--- config.mk ---
export PLATFORM = sky130hd
export DESIGN_NAME = quaternion_weight_skinning
export DESIGN_NICKNAME = d
export VERILOG_FILES = /design/src/hw/rtl/qws_pkg.sv /design/src/hw/rtl/qws_mac.sv /design/src/hw/rtl/qws_ctrl.sv /design/src/hw/rtl/quaternion_weight_skinning.sv
export VERILOG_INCLUDE_DIRS = /design/src /design/src/hw/rtl
export SDC_FILE = /design/constraint.sdc
export NUM_CORES = 2
export LEC_CHECK = 0
export BUFFER_PORTS_ARGS = -buffer_cell sky130_fd_sc_hd__buf_2
export CORE_MARGIN = 10
export CORE_UTILIZATION = 50
export CTS_CLUSTER_DIAMETER = 40
export DETAILED_ROUTE_END_ITERATION = 16
export PLACE_DENSITY_LB_ADDON = 0.2
export SETUP_SLACK_MARGIN = 0.3
export SYNTH_ARGS = -nofsm -noshare
export SYNTH_HDL_FRONTEND = slang
export SYNTH_HIERARCHICAL = 1
export SYNTH_SLANG_ARGS = --single-unit
--- constraint.sdc ---
create_clock -name clk -period 8.28 [get_ports clk]
set_input_delay 0.414 -clock clk [delete_from_list [all_inputs] [get_ports clk]]
set_output_delay 0.414 -clock clk [all_outputs]
set_load 0.005 [all_outputs]
--- src/hw/rtl/quaternion_weight_skinning_assert.svh ---
// ----------------------------------------------------------------------------
// Assertion macros for the quaternion weight skinning block
// Concurrent assertion wrappers, clocked on clk and disabled in reset.
// They expand to nothing when SYNTHESIS is defined.
// ----------------------------------------------------------------------------
`ifndef QUATERNION_WEIGHT_SKINNING_ASSERT_SVH
`define QUATERNION_WEIGHT_SKINNING_ASSERT_SVH
`ifndef SYNTHESIS
// Same-cycle implication
`define QWS_ASSERT_IMP(label, ante, cons) \
    label: assert property (@(posedge clk) disable iff (!rst_n) (ante) |-> (cons)) \
        else $error("assertion failed");
// Next-cycle implication
`define QWS_ASSERT_NXT(label, ante, cons) \
    label: assert property (@(posedge clk) disable iff (!rst_n) (ante) |=> (cons)) \
        else $error("assertion failed");
`else
`define QWS_ASSERT_IMP(label, ante, cons)
`define QWS_ASSERT_NXT(label, ante, cons)
`endif
`endif

--- src/hw/rtl/qws_pkg.sv ---
// ----------------------------------------------------------------------------
// qws_pkg
// Beat types, datapath widths and the sequencer microcode for the
// quaternion weight skinning block.
// ----------------------------------------------------------------------------
package qws_pkg;

    // Field widths
    localparam int Q_W    = 16;   // quaternion component, Q1.14
    localparam int P_W    = 32;   // position component, Q16.16
    localparam int BIAS_W = 17;   // influence, unsigned Q1.16

    // Datapath widths
    localparam int OPA_W  = 40;             // multiplier A: v, t or J + r
    localparam int OPB_W  = 18;             // multiplier B: u, w or bias
    localparam int PROD_W = OPA_W + OPB_W;  // full product
    localparam int ACC_W  = PROD_W;         // accumulator
    localparam int T_W    = 36;             // t = 2 (v x u), rounded
    localparam int JR_W   = OPA_W;          // J + r
    localparam int SUM_W  = 48;             // running vertex sum

    // Sequencer
    localparam int STEP_W    = 5;
    localparam int IDX_W     = 2;
    localparam int LAST_STEP = 19;

    // Rounding offsets (half of the LSB kept) and shifts
    localparam logic signed [ACC_W-1:0] RBIAS_T = ACC_W'(4096);
    localparam logic signed [ACC_W-1:0] RBIAS_R = ACC_W'(8192);
    localparam logic signed [ACC_W-1:0] RBIAS_C = ACC_W'(32768);
    localparam int SH_T = 13;   // rnd(2x, 14) == rnd(x, 13)
    localparam int SH_R = 14;
    localparam int SH_C = 16;

    // Input beat
    typedef struct packed {
        logic signed [Q_W-1:0]  joint_qx;
        logic signed [Q_W-1:0]  joint_qy;
        logic signed [Q_W-1:0]  joint_qz;
        logic signed [Q_W-1:0]  joint_qw;
        logic signed [P_W-1:0]  joint_px;
        logic signed [P_W-1:0]  joint_py;
        logic signed [P_W-1:0]  joint_pz;
        logic signed [P_W-1:0]  weight_px;
        logic signed [P_W-1:0]  weight_py;
        logic signed [P_W-1:0]  weight_pz;
        logic [BIAS_W-1:0]      influence;
        logic                   last_weight;
    } weight_t;

    // Output beat
    typedef struct packed {
        logic signed [P_W-1:0] vertex_x;
        logic signed [P_W-1:0] vertex_y;
        logic signed [P_W-1:0] vertex_z;
    } vertex_t;

    typedef enum logic [1:0] {A_V, A_T, A_JR} a_sel_t;
    typedef enum logic [1:0] {B_U, B_W, B_BIAS} b_sel_t;
    typedef enum logic [1:0] {ACC_HOLD, ACC_LOAD, ACC_ADD, ACC_SUB} acc_op_t;
    typedef enum logic [1:0] {RND_T, RND_R, RND_C} rnd_sel_t;
    typedef enum logic [2:0] {WB_NONE, WB_T, WB_E, WB_F, WB_C, WB_EMIT} wb_op_t;

    // One microcode word: multiplier issue, accumulate, write back
    typedef struct packed {
        a_sel_t             a_sel;
        logic [IDX_W-1:0]   a_idx;
        b_sel_t             b_sel;
        logic [IDX_W-1:0]   b_idx;
        acc_op_t            acc_op;
        rnd_sel_t           rnd_sel;
        wb_op_t             wb_op;
        logic [IDX_W-1:0]   wb_idx;
    } uop_t;

    // Sequencer to datapath
    typedef struct packed {
        uop_t   uop;
        logic   emit_fire;
    } ctl_t;

    localparam uop_t UOP_IDLE = '{
        a_sel: A_V, a_idx: '0, b_sel: B_U, b_idx: '0,
        acc_op: ACC_HOLD, rnd_sel: RND_T, wb_op: WB_NONE, wb_idx: '0
    };

    // Microcode. A product issued at one step is accumulated at the next; a finished
    // chain is written back at the step after its last accumulate.
    function automatic uop_t uop_at(input logic [STEP_W-1:0] step);
        uop_t u;
        u = UOP_IDLE;
        // multiplier operands
        unique case (step)
            5'd0:  begin u.a_sel = A_V;  u.a_idx = 2'd1; u.b_sel = B_U; u.b_idx = 2'd2; end
            5'd1:  begin u.a_sel = A_V;  u.a_idx = 2'd2; u.b_sel = B_U; u.b_idx = 2'd1; end
            5'd2:  begin u.a_sel = A_V;  u.a_idx = 2'd2; u.b_sel = B_U; u.b_idx = 2'd0; end
            5'd3:  begin u.a_sel = A_V;  u.a_idx = 2'd0; u.b_sel = B_U; u.b_idx = 2'd2; end
            5'd4:  begin u.a_sel = A_V;  u.a_idx = 2'd0; u.b_sel = B_U; u.b_idx = 2'd1; end
            5'd5:  begin u.a_sel = A_V;  u.a_idx = 2'd1; u.b_sel = B_U; u.b_idx = 2'd0; end
            5'd6:  begin u.a_sel = A_T;  u.a_idx = 2'd0; u.b_sel = B_W; end
            5'd7:  begin u.a_sel = A_T;  u.a_idx = 2'd1; u.b_sel = B_U; u.b_idx = 2'd2; end
            5'd8:  begin u.a_sel = A_T;  u.a_idx = 2'd2; u.b_sel = B_U; u.b_idx = 2'd1; end
            5'd9:  begin u.a_sel = A_T;  u.a_idx = 2'd1; u.b_sel = B_W; end
            5'd10: begin u.a_sel = A_T;  u.a_idx = 2'd2; u.b_sel = B_U; u.b_idx = 2'd0; end
            5'd11: begin u.a_sel = A_T;  u.a_idx = 2'd0; u.b_sel = B_U; u.b_idx = 2'd2; end
            5'd12: begin u.a_sel = A_T;  u.a_idx = 2'd2; u.b_sel = B_W; end
            5'd13: begin u.a_sel = A_T;  u.a_idx = 2'd0; u.b_sel = B_U; u.b_idx = 2'd1; end
            5'd14: begin u.a_sel = A_T;  u.a_idx = 2'd1; u.b_sel = B_U; u.b_idx = 2'd0; end
            5'd15: begin u.a_sel = A_JR; u.a_idx = 2'd0; u.b_sel = B_BIAS; end
            5'd16: begin u.a_sel = A_JR; u.a_idx = 2'd1; u.b_sel = B_BIAS; end
            5'd17: begin u.a_sel = A_JR; u.a_idx = 2'd2; u.b_sel = B_BIAS; end
            default: ;
        endcase
        // accumulator
        unique case (step)
            5'd1, 5'd3, 5'd5:
                begin u.acc_op = ACC_LOAD; u.rnd_sel = RND_T; end
            5'd7, 5'd8, 5'd10, 5'd11, 5'd13, 5'd14:
                begin u.acc_op = ACC_LOAD; u.rnd_sel = RND_R; end
            5'd16, 5'd17, 5'd18:
                begin u.acc_op = ACC_LOAD; u.rnd_sel = RND_C; end
            5'd2, 5'd4, 5'd6, 5'd9, 5'd12, 5'd15:
                u.acc_op = ACC_SUB;
            default: ;
        endcase
        // write back
        unique case (step)
            5'd3:  begin u.wb_op = WB_T; u.wb_idx = 2'd0; end
            5'd5:  begin u.wb_op = WB_T; u.wb_idx = 2'd1; end
            5'd7:  begin u.wb_op = WB_T; u.wb_idx = 2'd2; end
            5'd8:  begin u.wb_op = WB_E; u.wb_idx = 2'd0; end
            5'd10: begin u.wb_op = WB_F; u.wb_idx = 2'd0; end
            5'd11: begin u.wb_op = WB_E; u.wb_idx = 2'd1; end
            5'd13: begin u.wb_op = WB_F; u.wb_idx = 2'd1; end
            5'd14: begin u.wb_op = WB_E; u.wb_idx = 2'd2; end
            5'd16: begin u.wb_op = WB_F; u.wb_idx = 2'd2; end
            5'd17: begin u.wb_op = WB_C; u.wb_idx = 2'd0; end
            5'd18: begin u.wb_op = WB_C; u.wb_idx = 2'd1; end
            5'd19: begin u.wb_op = WB_C; u.wb_idx = 2'd2; end
            default: ;
        endcase
        return u;
    endfunction

endpackage

--- src/hw/rtl/qws_mac.sv ---
// ----------------------------------------------------------------------------
// qws_mac
// Shared 40x18 signed multiplier with a registered product, followed by an
// accumulator that loads with a rounding offset, adds or subtracts.
// ----------------------------------------------------------------------------
module qws_mac (
    input  logic                                clk,
    input  logic signed [qws_pkg::OPA_W-1:0]    a,
    input  logic signed [qws_pkg::OPB_W-1:0]    b,
    input  qws_pkg::acc_op_t                    acc_op,
    input  qws_pkg::rnd_sel_t                   rnd_sel,
    output logic signed [qws_pkg::ACC_W-1:0]    acc
);

    logic signed [qws_pkg::PROD_W-1:0] prod_reg;
    logic signed [qws_pkg::PROD_W-1:0] prod_next;
    logic signed [qws_pkg::ACC_W-1:0]  acc_reg;
    logic signed [qws_pkg::ACC_W-1:0]  acc_next;
    logic signed [qws_pkg::ACC_W-1:0]  rbias;

    // multiply stage
    assign prod_next = a * b;

    // rounding offset for the head of a chain
    always_comb
    begin
        case (rnd_sel)
            qws_pkg::RND_T: rbias = qws_pkg::RBIAS_T;
            qws_pkg::RND_R: rbias = qws_pkg::RBIAS_R;
            qws_pkg::RND_C: rbias = qws_pkg::RBIAS_C;
            default:        rbias = qws_pkg::RBIAS_T;
        endcase
    end

    // accumulate stage
    always_comb
    begin
        case (acc_op)
            qws_pkg::ACC_LOAD: acc_next = prod_reg + rbias;
            qws_pkg::ACC_ADD:  acc_next = acc_reg + prod_reg;
            qws_pkg::ACC_SUB:  acc_next = acc_reg - prod_reg;
            default:           acc_next = acc_reg;
        endcase
    end

    always_ff @(posedge clk)
    begin
        prod_reg <= prod_next;
        acc_reg  <= acc_next;
    end

    assign acc = acc_reg;

endmodule

--- src/hw/rtl/qws_ctrl.sv ---
// ----------------------------------------------------------------------------
// qws_ctrl
// Step sequencer: walks the microcode for one weight beat, then holds in the
// emit step until the output register can take a vertex.
// ----------------------------------------------------------------------------
module qws_ctrl (
    input  logic            clk,
    input  logic            rst_n,
    input  logic            start,
    input  logic            out_busy,
    output logic            ready,
    output qws_pkg::ctl_t   ctl
);

    typedef enum logic [1:0] {ST_IDLE, ST_RUN, ST_EMIT} state_t;

    state_t                         state_reg;
    logic [qws_pkg::STEP_W-1:0]     step_reg;
    logic                           ready_reg;

    // state, step counter and ready
    always_ff @(posedge clk or negedge rst_n)
    begin
        if (!rst_n)
        begin
            state_reg <= ST_IDLE;
            step_reg  <= '0;
            ready_reg <= 1'b1;
        end
        else
        begin
            unique case (state_reg)
                ST_IDLE:
                begin
                    if (start)
                    begin
                        state_reg <= ST_RUN;
                        step_reg  <= '0;
                        ready_reg <= 1'b0;
                    end
                end
                ST_RUN:
                begin
                    if (step_reg == qws_pkg::STEP_W'(qws_pkg::LAST_STEP))
                        state_reg <= ST_EMIT;
                    else
                        step_reg <= step_reg + qws_pkg::STEP_W'(1);
                end
                ST_EMIT:
                begin
                    if (!out_busy)
                    begin
                        state_reg <= ST_IDLE;
                        ready_reg <= 1'b1;
                    end
                end
                default:
                begin
                    state_reg <= ST_IDLE;
                    ready_reg <= 1'b1;
                end
            endcase
        end
    end

    // microcode decode
    always_comb
    begin
        ctl.uop       = qws_pkg::UOP_IDLE;
        ctl.emit_fire = 1'b0;
        unique case (state_reg)
            ST_RUN:  ctl.uop = qws_pkg::uop_at(step_reg);
            ST_EMIT:
            begin
                ctl.uop.wb_op = qws_pkg::WB_EMIT;
                ctl.emit_fire = !out_busy;
            end
            default: ;
        endcase
    end

    assign ready = ready_reg;

endmodule

--- src/hw/rtl/quaternion_weight_skinning.sv ---
// A vertex beat becomes valid after its last weight beat has run through the microcode
//   and its emit step. A new weight beat is taken only after the previous one leaves its
//   emit step; the single shared multiplier issues 18 products per weight.
// A last weight waits in its emit step while an earlier vertex is still unread.
// Reset (rst_n low, asynchronous) clears the running sum, the sequencer and the
//   output valid; the block is ready for a weight right after reset.
// ----------------------------------------------------------------------------
// quaternion_weight_skinning
// Rotates each weight position by the joint quaternion, offsets it by the
// joint position, scales by the bias and sums into a vertex position, which is
// emitted saturated to Q16.16 on the last weight.
// ----------------------------------------------------------------------------
`include "quaternion_weight_skinning_assert.svh"

module quaternion_weight_skinning (
    input  logic                clk,
    input  logic                rst_n,
    input  logic                weight_valid,
    output logic                weight_ready,
    input  qws_pkg::weight_t    weight,
    output logic                vertex_valid,
    input  logic                vertex_ready,
    output qws_pkg::vertex_t    vertex
);

    qws_pkg::weight_t                       in_reg;
    qws_pkg::ctl_t                          ctl;
    logic                                   out_busy;

    logic signed [qws_pkg::P_W-1:0]         v_arr [3];
    logic signed [qws_pkg::P_W-1:0]         j_arr [3];
    logic signed [qws_pkg::Q_W-1:0]         u_arr [3];

    logic signed [qws_pkg::OPA_W-1:0]       op_a;
    logic signed [qws_pkg::OPB_W-1:0]       op_b;
    logic signed [qws_pkg::ACC_W-1:0]       acc;

    logic signed [qws_pkg::T_W-1:0]         t_reg [3];
    logic signed [qws_pkg::JR_W-1:0]        s_reg;
    logic signed [qws_pkg::JR_W-1:0]        s_next;
    logic signed [qws_pkg::JR_W-1:0]        jr_reg [3];
    logic signed [qws_pkg::JR_W-1:0]        jr_next;
    logic signed [qws_pkg::JR_W-1:0]        r_term;
    logic signed [qws_pkg::SUM_W-1:0]       sum_reg [3];
    logic signed [qws_pkg::SUM_W-1:0]       sum_next;
    logic signed [qws_pkg::SUM_W:0]         sum_wide;

    qws_pkg::vertex_t                       vertex_reg;
    logic                                   vertex_valid_reg;
    logic                                   emit_last;

    // saturate a widened sum back to the sum width
    function automatic logic signed [qws_pkg::SUM_W-1:0] sat_sum(
        input logic signed [qws_pkg::SUM_W:0] x
    );
        if (x[qws_pkg::SUM_W] != x[qws_pkg::SUM_W-1])
            return x[qws_pkg::SUM_W] ? {1'b1, {(qws_pkg::SUM_W-1){1'b0}}}
                                     : {1'b0, {(qws_pkg::SUM_W-1){1'b1}}};
        return x[qws_pkg::SUM_W-1:0];
    endfunction

    // saturate a sum to the Q16.16 output range
    function automatic logic signed [qws_pkg::P_W-1:0] sat_out(
        input logic signed [qws_pkg::SUM_W-1:0] x
    );
        if ((&x[qws_pkg::SUM_W-1:qws_pkg::P_W-1]) || !(|x[qws_pkg::SUM_W-1:qws_pkg::P_W-1]))
            return x[qws_pkg::P_W-1:0];
        return x[qws_pkg::SUM_W-1] ? {1'b1, {(qws_pkg::P_W-1){1'b0}}}
                                   : {1'b0, {(qws_pkg::P_W-1){1'b1}}};
    endfunction

    // sequencer
    assign out_busy  = in_reg.last_weight && vertex_valid_reg && !vertex_ready;
    assign emit_last = ctl.emit_fire && in_reg.last_weight;

    qws_ctrl u_ctrl (
        .clk      (clk),
        .rst_n    (rst_n),
        .start    (weight_valid && weight_ready),
        .out_busy (out_busy),
        .ready    (weight_ready),
        .ctl      (ctl)
    );

    // input beat register
    always_ff @(posedge clk)
    begin
        if (weight_valid && weight_ready)
            in_reg <= weight;
    end

    assign v_arr[0] = in_reg.weight_px;
    assign v_arr[1] = in_reg.weight_py;
    assign v_arr[2] = in_reg.weight_pz;
    assign j_arr[0] = in_reg.joint_px;
    assign j_arr[1] = in_reg.joint_py;
    assign j_arr[2] = in_reg.joint_pz;
    assign u_arr[0] = in_reg.joint_qx;
    assign u_arr[1] = in_reg.joint_qy;
    assign u_arr[2] = in_reg.joint_qz;

    // multiplier operand select
    always_comb
    begin
        case (ctl.uop.a_sel)
            qws_pkg::A_T:  op_a = qws_pkg::OPA_W'(t_reg[ctl.uop.a_idx]);
            qws_pkg::A_JR: op_a = jr_reg[ctl.uop.a_idx];
            default:       op_a = qws_pkg::OPA_W'(v_arr[ctl.uop.a_idx]);
        endcase
        case (ctl.uop.b_sel)
            qws_pkg::B_W:    op_b = qws_pkg::OPB_W'(in_reg.joint_qw);
            qws_pkg::B_BIAS: op_b = signed'({1'b0, in_reg.influence});
            default:         op_b = qws_pkg::OPB_W'(u_arr[ctl.uop.b_idx]);
        endcase
    end

    qws_mac u_mac (
        .clk     (clk),
        .a       (op_a),
        .b       (op_b),
        .acc_op  (ctl.uop.acc_op),
        .rnd_sel (ctl.uop.rnd_sel),
        .acc     (acc)
    );

    // write-back arithmetic: r = v + rnd(w t) + rnd(t x u), kept as J + r
    assign r_term  = qws_pkg::JR_W'(acc >>> qws_pkg::SH_R);
    assign s_next  = qws_pkg::JR_W'(v_arr[ctl.uop.wb_idx])
                   + qws_pkg::JR_W'(j_arr[ctl.uop.wb_idx]) + r_term;
    assign jr_next = s_reg + r_term;

    // contribution into the running sum
    assign sum_wide = (qws_pkg::SUM_W + 1)'(sum_reg[ctl.uop.wb_idx]) // sign kept
                    + (qws_pkg::SUM_W + 1)'(acc >>> qws_pkg::SH_C);
    assign sum_next = sat_sum(sum_wide);

    // intermediate registers
    always_ff @(posedge clk)
    begin
        case (ctl.uop.wb_op)
            qws_pkg::WB_T: t_reg[ctl.uop.wb_idx] <= qws_pkg::T_W'(acc >>> qws_pkg::SH_T);
            qws_pkg::WB_E: s_reg <= s_next;
            qws_pkg::WB_F: jr_reg[ctl.uop.wb_idx] <= jr_next;
            default: ;
        endcase
    end

    // running vertex sum
    always_ff @(posedge clk or negedge rst_n)
    begin
        if (!rst_n)
        begin
            sum_reg[0] <= '0;
            sum_reg[1] <= '0;
            sum_reg[2] <= '0;
        end
        else if (emit_last)
        begin
            sum_reg[0] <= '0;
            sum_reg[1] <= '0;
            sum_reg[2] <= '0;
        end
        else if (ctl.uop.wb_op == qws_pkg::WB_C)
        begin
            sum_reg[ctl.uop.wb_idx] <= sum_next;
        end
    end

    // output beat register
    always_ff @(posedge clk or negedge rst_n)
    begin
        if (!rst_n)
            vertex_valid_reg <= 1'b0;
        else if (emit_last)
            vertex_valid_reg <= 1'b1;
        else if (vertex_ready)
            vertex_valid_reg <= 1'b0;
    end

    always_ff @(posedge clk)
    begin
        if (emit_last)
        begin
            vertex_reg.vertex_x <= sat_out(sum_reg[0]);
            vertex_reg.vertex_y <= sat_out(sum_reg[1]);
            vertex_reg.vertex_z <= sat_out(sum_reg[2]);
        end
    end

    assign vertex_valid = vertex_valid_reg;
    assign vertex       = vertex_reg;

    // checks
    `QWS_ASSERT_NXT(a_busy_after_accept, weight_valid && weight_ready, !weight_ready)
    `QWS_ASSERT_NXT(a_emit_sets_valid, emit_last, vertex_valid)
    `QWS_ASSERT_NXT(a_emit_clears_sum, emit_last, (sum_reg[0] == '0) && (sum_reg[1] == '0) && (sum_reg[2] == '0))
    `QWS_ASSERT_IMP(a_no_overwrite, emit_last && vertex_valid, vertex_ready)
    `QWS_ASSERT_NXT(a_stall_holds_emit, (ctl.uop.wb_op == qws_pkg::WB_EMIT) && !ctl.emit_fire, !weight_ready)

endmodule

==> results.json <==
{
  "largest_reg_flops": 274,
  "fin_crit_ps": 8740,
  "ys.flop_type": "edfxtp_1",
  "reg2reg_slack_ps": -460,
  "antenna_found_initial": 13,
  "synth_area_leaders": "edfxtp_1, fa_1, ha_1, dfrtp_1, inv_1",
  "yosysMostFrequentCell": "inv_1",
  "synth.top_cell.area_share": 0.282,
  "die_h_um": 405,
  "hold_path.class": "input pin to asynchronous set/reset pin",
  "p_seq_frac": 0.422,
  "rsz0062_at_grt": "yes",
  "cp_slowest_cell": "fa_1",
  "drive_above_1_share": 0.207,
  "synth-edff-count": 696,
  "synthDistinctLibCells": 111,
  "comb_power_share": 0.017,
  "grt_pass1_wl_um": 352000,
  "synth_area_mm2": 0.0740,
  "cts_tree": "built",
  "crit_fanout": 7,
  "p_total_mw": 11.5,
  "synth_simple_gate_area_share": 0.113,
  "critical_path_class": "flip-flop to flip-flop",
  "cts_buffer_depth": 3,
  "synth_common_cells": "inv_1, nand2_1, fa_1",
  "synth_nets": 8579,
  "area_growth_pct": 25.1,
  "die_area_mm2": 0.164,
  "overflow": 0,
  "synth_cells": 7238,
  "placed_cells": 9711,
  "dr.pass1.iters": 8,
  "finalCritPeriodShare": 1.06,
  "drcViolationCount": 0,
  "grt_use_total": 0.274,
  "core-area_mm2": 0.147,
  "intPower_mw": 8.99,
  "synthAdderAreaFrac": 0.253,
  "synth_top_family_by_area": "adder cells",
  "tightest_slew_ps": 1130,
  "yosysWarnings": 6,
  "power_density_mw_per_mm2": 125,
  "yosysTopAreaCell": "edfxtp_1",
  "clock-sinks": 907,
  "stdcell_count": 10371,
  "failed_checks": "setup timing",
  "die_x_um": 405,
  "h-tree-depth": 4,
  "endpoint_kind": "flip-flop",
  "synth_mux_area_frac": 0.0370,
  "cpPeakStageDelay_ps": 610,
  "ys_ff_latch": 907,
  "power.switching_mw": 2.56,
  "io-pin-count": 376,
  "cts_buffers": 149,
  "synth_compound_area_frac": 0.136,
  "crit_top_cell": "fa_1",
  "pwr-share-clk": 0.561,
  "synth-seq-area-share": 0.350,
  "vias": 58879,
  "port_buffers": 375,
  "fin_nets": 9641,
  "slew_headroom": 0.250,
  "reg2reg_depth": 34,
  "max_freq_mhz": 114,
  "peakVddDrop_mv": 0.206,
  "cap_violations": 0,
  "root_buffer": "clkbuf_16",
  "synthArstFlopShare": 0.169,
  "status": "finished with violations",
  "clk_pin_slew_worst_paths_ps": 70,
  "routed_wl_um": 229000,
  "initial_core_util": 0.502,
  "route.antenna.remaining_nets": 0,
  "via_per_inst": 5.68,
  "cp-start-kind": "flip-flop",
  "final_hold_viol_count": 0,
  "swShare": 0.222,
  "setup_viol": 20,
  "synth_xor_area_frac": 0.0370,
  "drt-initial-drc-count": 5301,
  "num_rows": 141,
  "r2r-start": "u_ctrl/step_reg[0]$_DFFE_PN0P_",
  "syn_avg_cell_area_um2": 10.2,
  "fillerInstances": 11671,
  "arrival_ps": 9390,
  "grt_max_degree": 83,
  "gp_congestion": 0.936,
  "wl_per_cell_um": 22.1,
  "grt_pass1_vias": 60832,
  "fin_ws_ps": -458,
  "drv_slew": 0,
  "clk_latency_ps": 790,
  "dp_hpwl_um": 169000,
  "required_ps": 8930,
  "clock_skew_ps": 57.3,
  "pre_cts_ws_ps": -664,
  "p_leak_nw": 40.2,
  "reg2reg_to": "u_mac/prod_reg[55]$_DFF_P_"
}
[layout make-up]
type / instances / area [um^2] / area share
Multi-Input combinational cell: 4940 / 44200 / 0.477
Tap cell: 1930 / 2410 / 0.0261
Timing Repair Buffer: 1344 / 11200 / 0.121
Antenna cell: 13 / 32.5 / 0.000351
Clock buffer: 175 / 4000 / 0.0433
Clock inverter: 104 / 1260 / 0.0136
Inverter: 958 / 3600 / 0.0389
Sequential cell: 907 / 25900 / 0.280
[timing repair]
item,4_1_cts,5_1_grt
buffers inserted,36,44
hold endpoints to repair,345,0
endpoints found under the setup margin,34,40
resized for setup,108,188
hold buffers,276,0
pin swaps,45,87
gates cloned,5,7
[cells by family (layout without fill, tap and decap cells)]
| logic type | count (synthesis) | count (layout) |
|---|---|---|
| multiplexers | 263 | 263 |
| other | 0 | 13 |
| AND/OR/NAND/NOR | 1773 | 1773 |
| XOR/XNOR | 313 | 313 |
| buffers and inverters | 1391 | 2581 |
| flip-flops | 907 | 907 |
| AO/OA/AOI/OAI | 1528 | 1528 |
| adder cells (fa/ha/maj) | 1063 | 1063 |
[worst max path at each step]
| stage | endpoint | cells after the start | startpoint | slack (ps) |
|---|---|---|---|---|
| 2_1_floorplan | u_mac/prod_reg[50]$_DFF_P_ | 37 | u_ctrl/step_reg[0]$_DFFE_PN0P_ | 70 |
| 5_1_grt | u_mac/prod_reg[55]$_DFF_P_ | 40 | u_ctrl/step_reg[0]$_DFFE_PN0P_ | -670 |
| 6_report | u_mac/prod_reg[55]$_DFF_P_ | 34 | u_ctrl/step_reg[0]$_DFFE_PN0P_ | -460 |
| 3_3_place_gp | u_mac/prod_reg[55]$_DFF_P_ | 34 | u_ctrl/step_reg[2]$_DFFE_PN0P_ | -560 |
| 4_1_cts | u_mac/prod_reg[55]$_DFF_P_ | 38 | u_ctrl/step_reg[0]$_DFFE_PN0P_ | -370 |
| 3_5_place_dp | u_mac/prod_reg[55]$_DFF_P_ | 34 | u_ctrl/step_reg[2]$_DFFE_PN0P_ | -660 |
[per-layer routing]
layer,global-route usage,up-vias,wire (um)
met5,0,-,0
met3,0.0430,384,17000
met4,0.0869,0,6550
li1,-,26788,-
met1,0.373,29331,97000
met2,0.449,2376,109000
[stage by stage]
step,hold WS [ps],setup TNS [ps],instance area [um^2],utilization
after global placement,463,-6210,82400,0.559
after global routing,289,-10740,92600,0.628
after floorplan,118,0,74600,-
after detailed placement,471,-8750,82400,0.559
after CTS,227,-3660,91300,0.619
final,233,-4450,92600,0.628
[worst max-delay path, delay by kind of cell, from the launching register on]
| family | cells | cell delay (ps) |
|---|---|---|
| DFF | 1 | 440 |
| adders and majority gates | 8 | 3560 |
| buffers and inverters | 7 | 910 |
| muxes | 1 | 350 |
| and+or+nand+nor | 4 | 860 |
| AOI/OAI and AO/OA | 14 | 2450 |
[power groups by stage]
stage	clock [mW]	combinational, mW	sequential [mW]
global placement	0	0.0878	4.96
CTS	6.53	0.195	4.87
finish	6.48	0.201	4.87
global route	6.75	0.214	4.87
floorplan	0	0.0000262	4.96
detailed placement	0	0.0894	4.96
[layout by cell type (no fill, tap or decap), types with 40 or more instances in the layout]
master	netlist	layout
buf_4	8	570
nand4_1	66	66
dfrtp_1	152	148
dfxtp_1	58	58
dlygate4sd3_1	0	276
nor2_1	253	242
a221o_1	99	99
xor2_1	107	107
nor3_1	55	51
nand2_1	858	847
ha_1	338	312
inv_1	958	940
mux2_2	83	72
a211oi_1	55	40
edfxtp_1	696	696
a21oi_1	357	314
buf_12	1	76
a21o_1	182	167
xnor2_1	206	204
nand3_1	72	71
fa_1	725	701
o21a_1	56	55
buf_2	43	375
and2_1	226	213
mux2i_1	179	178
o21ai_0	406	364
clkbuf_16	0	161
Note: power is estimated with default switching activity, not from simulation.
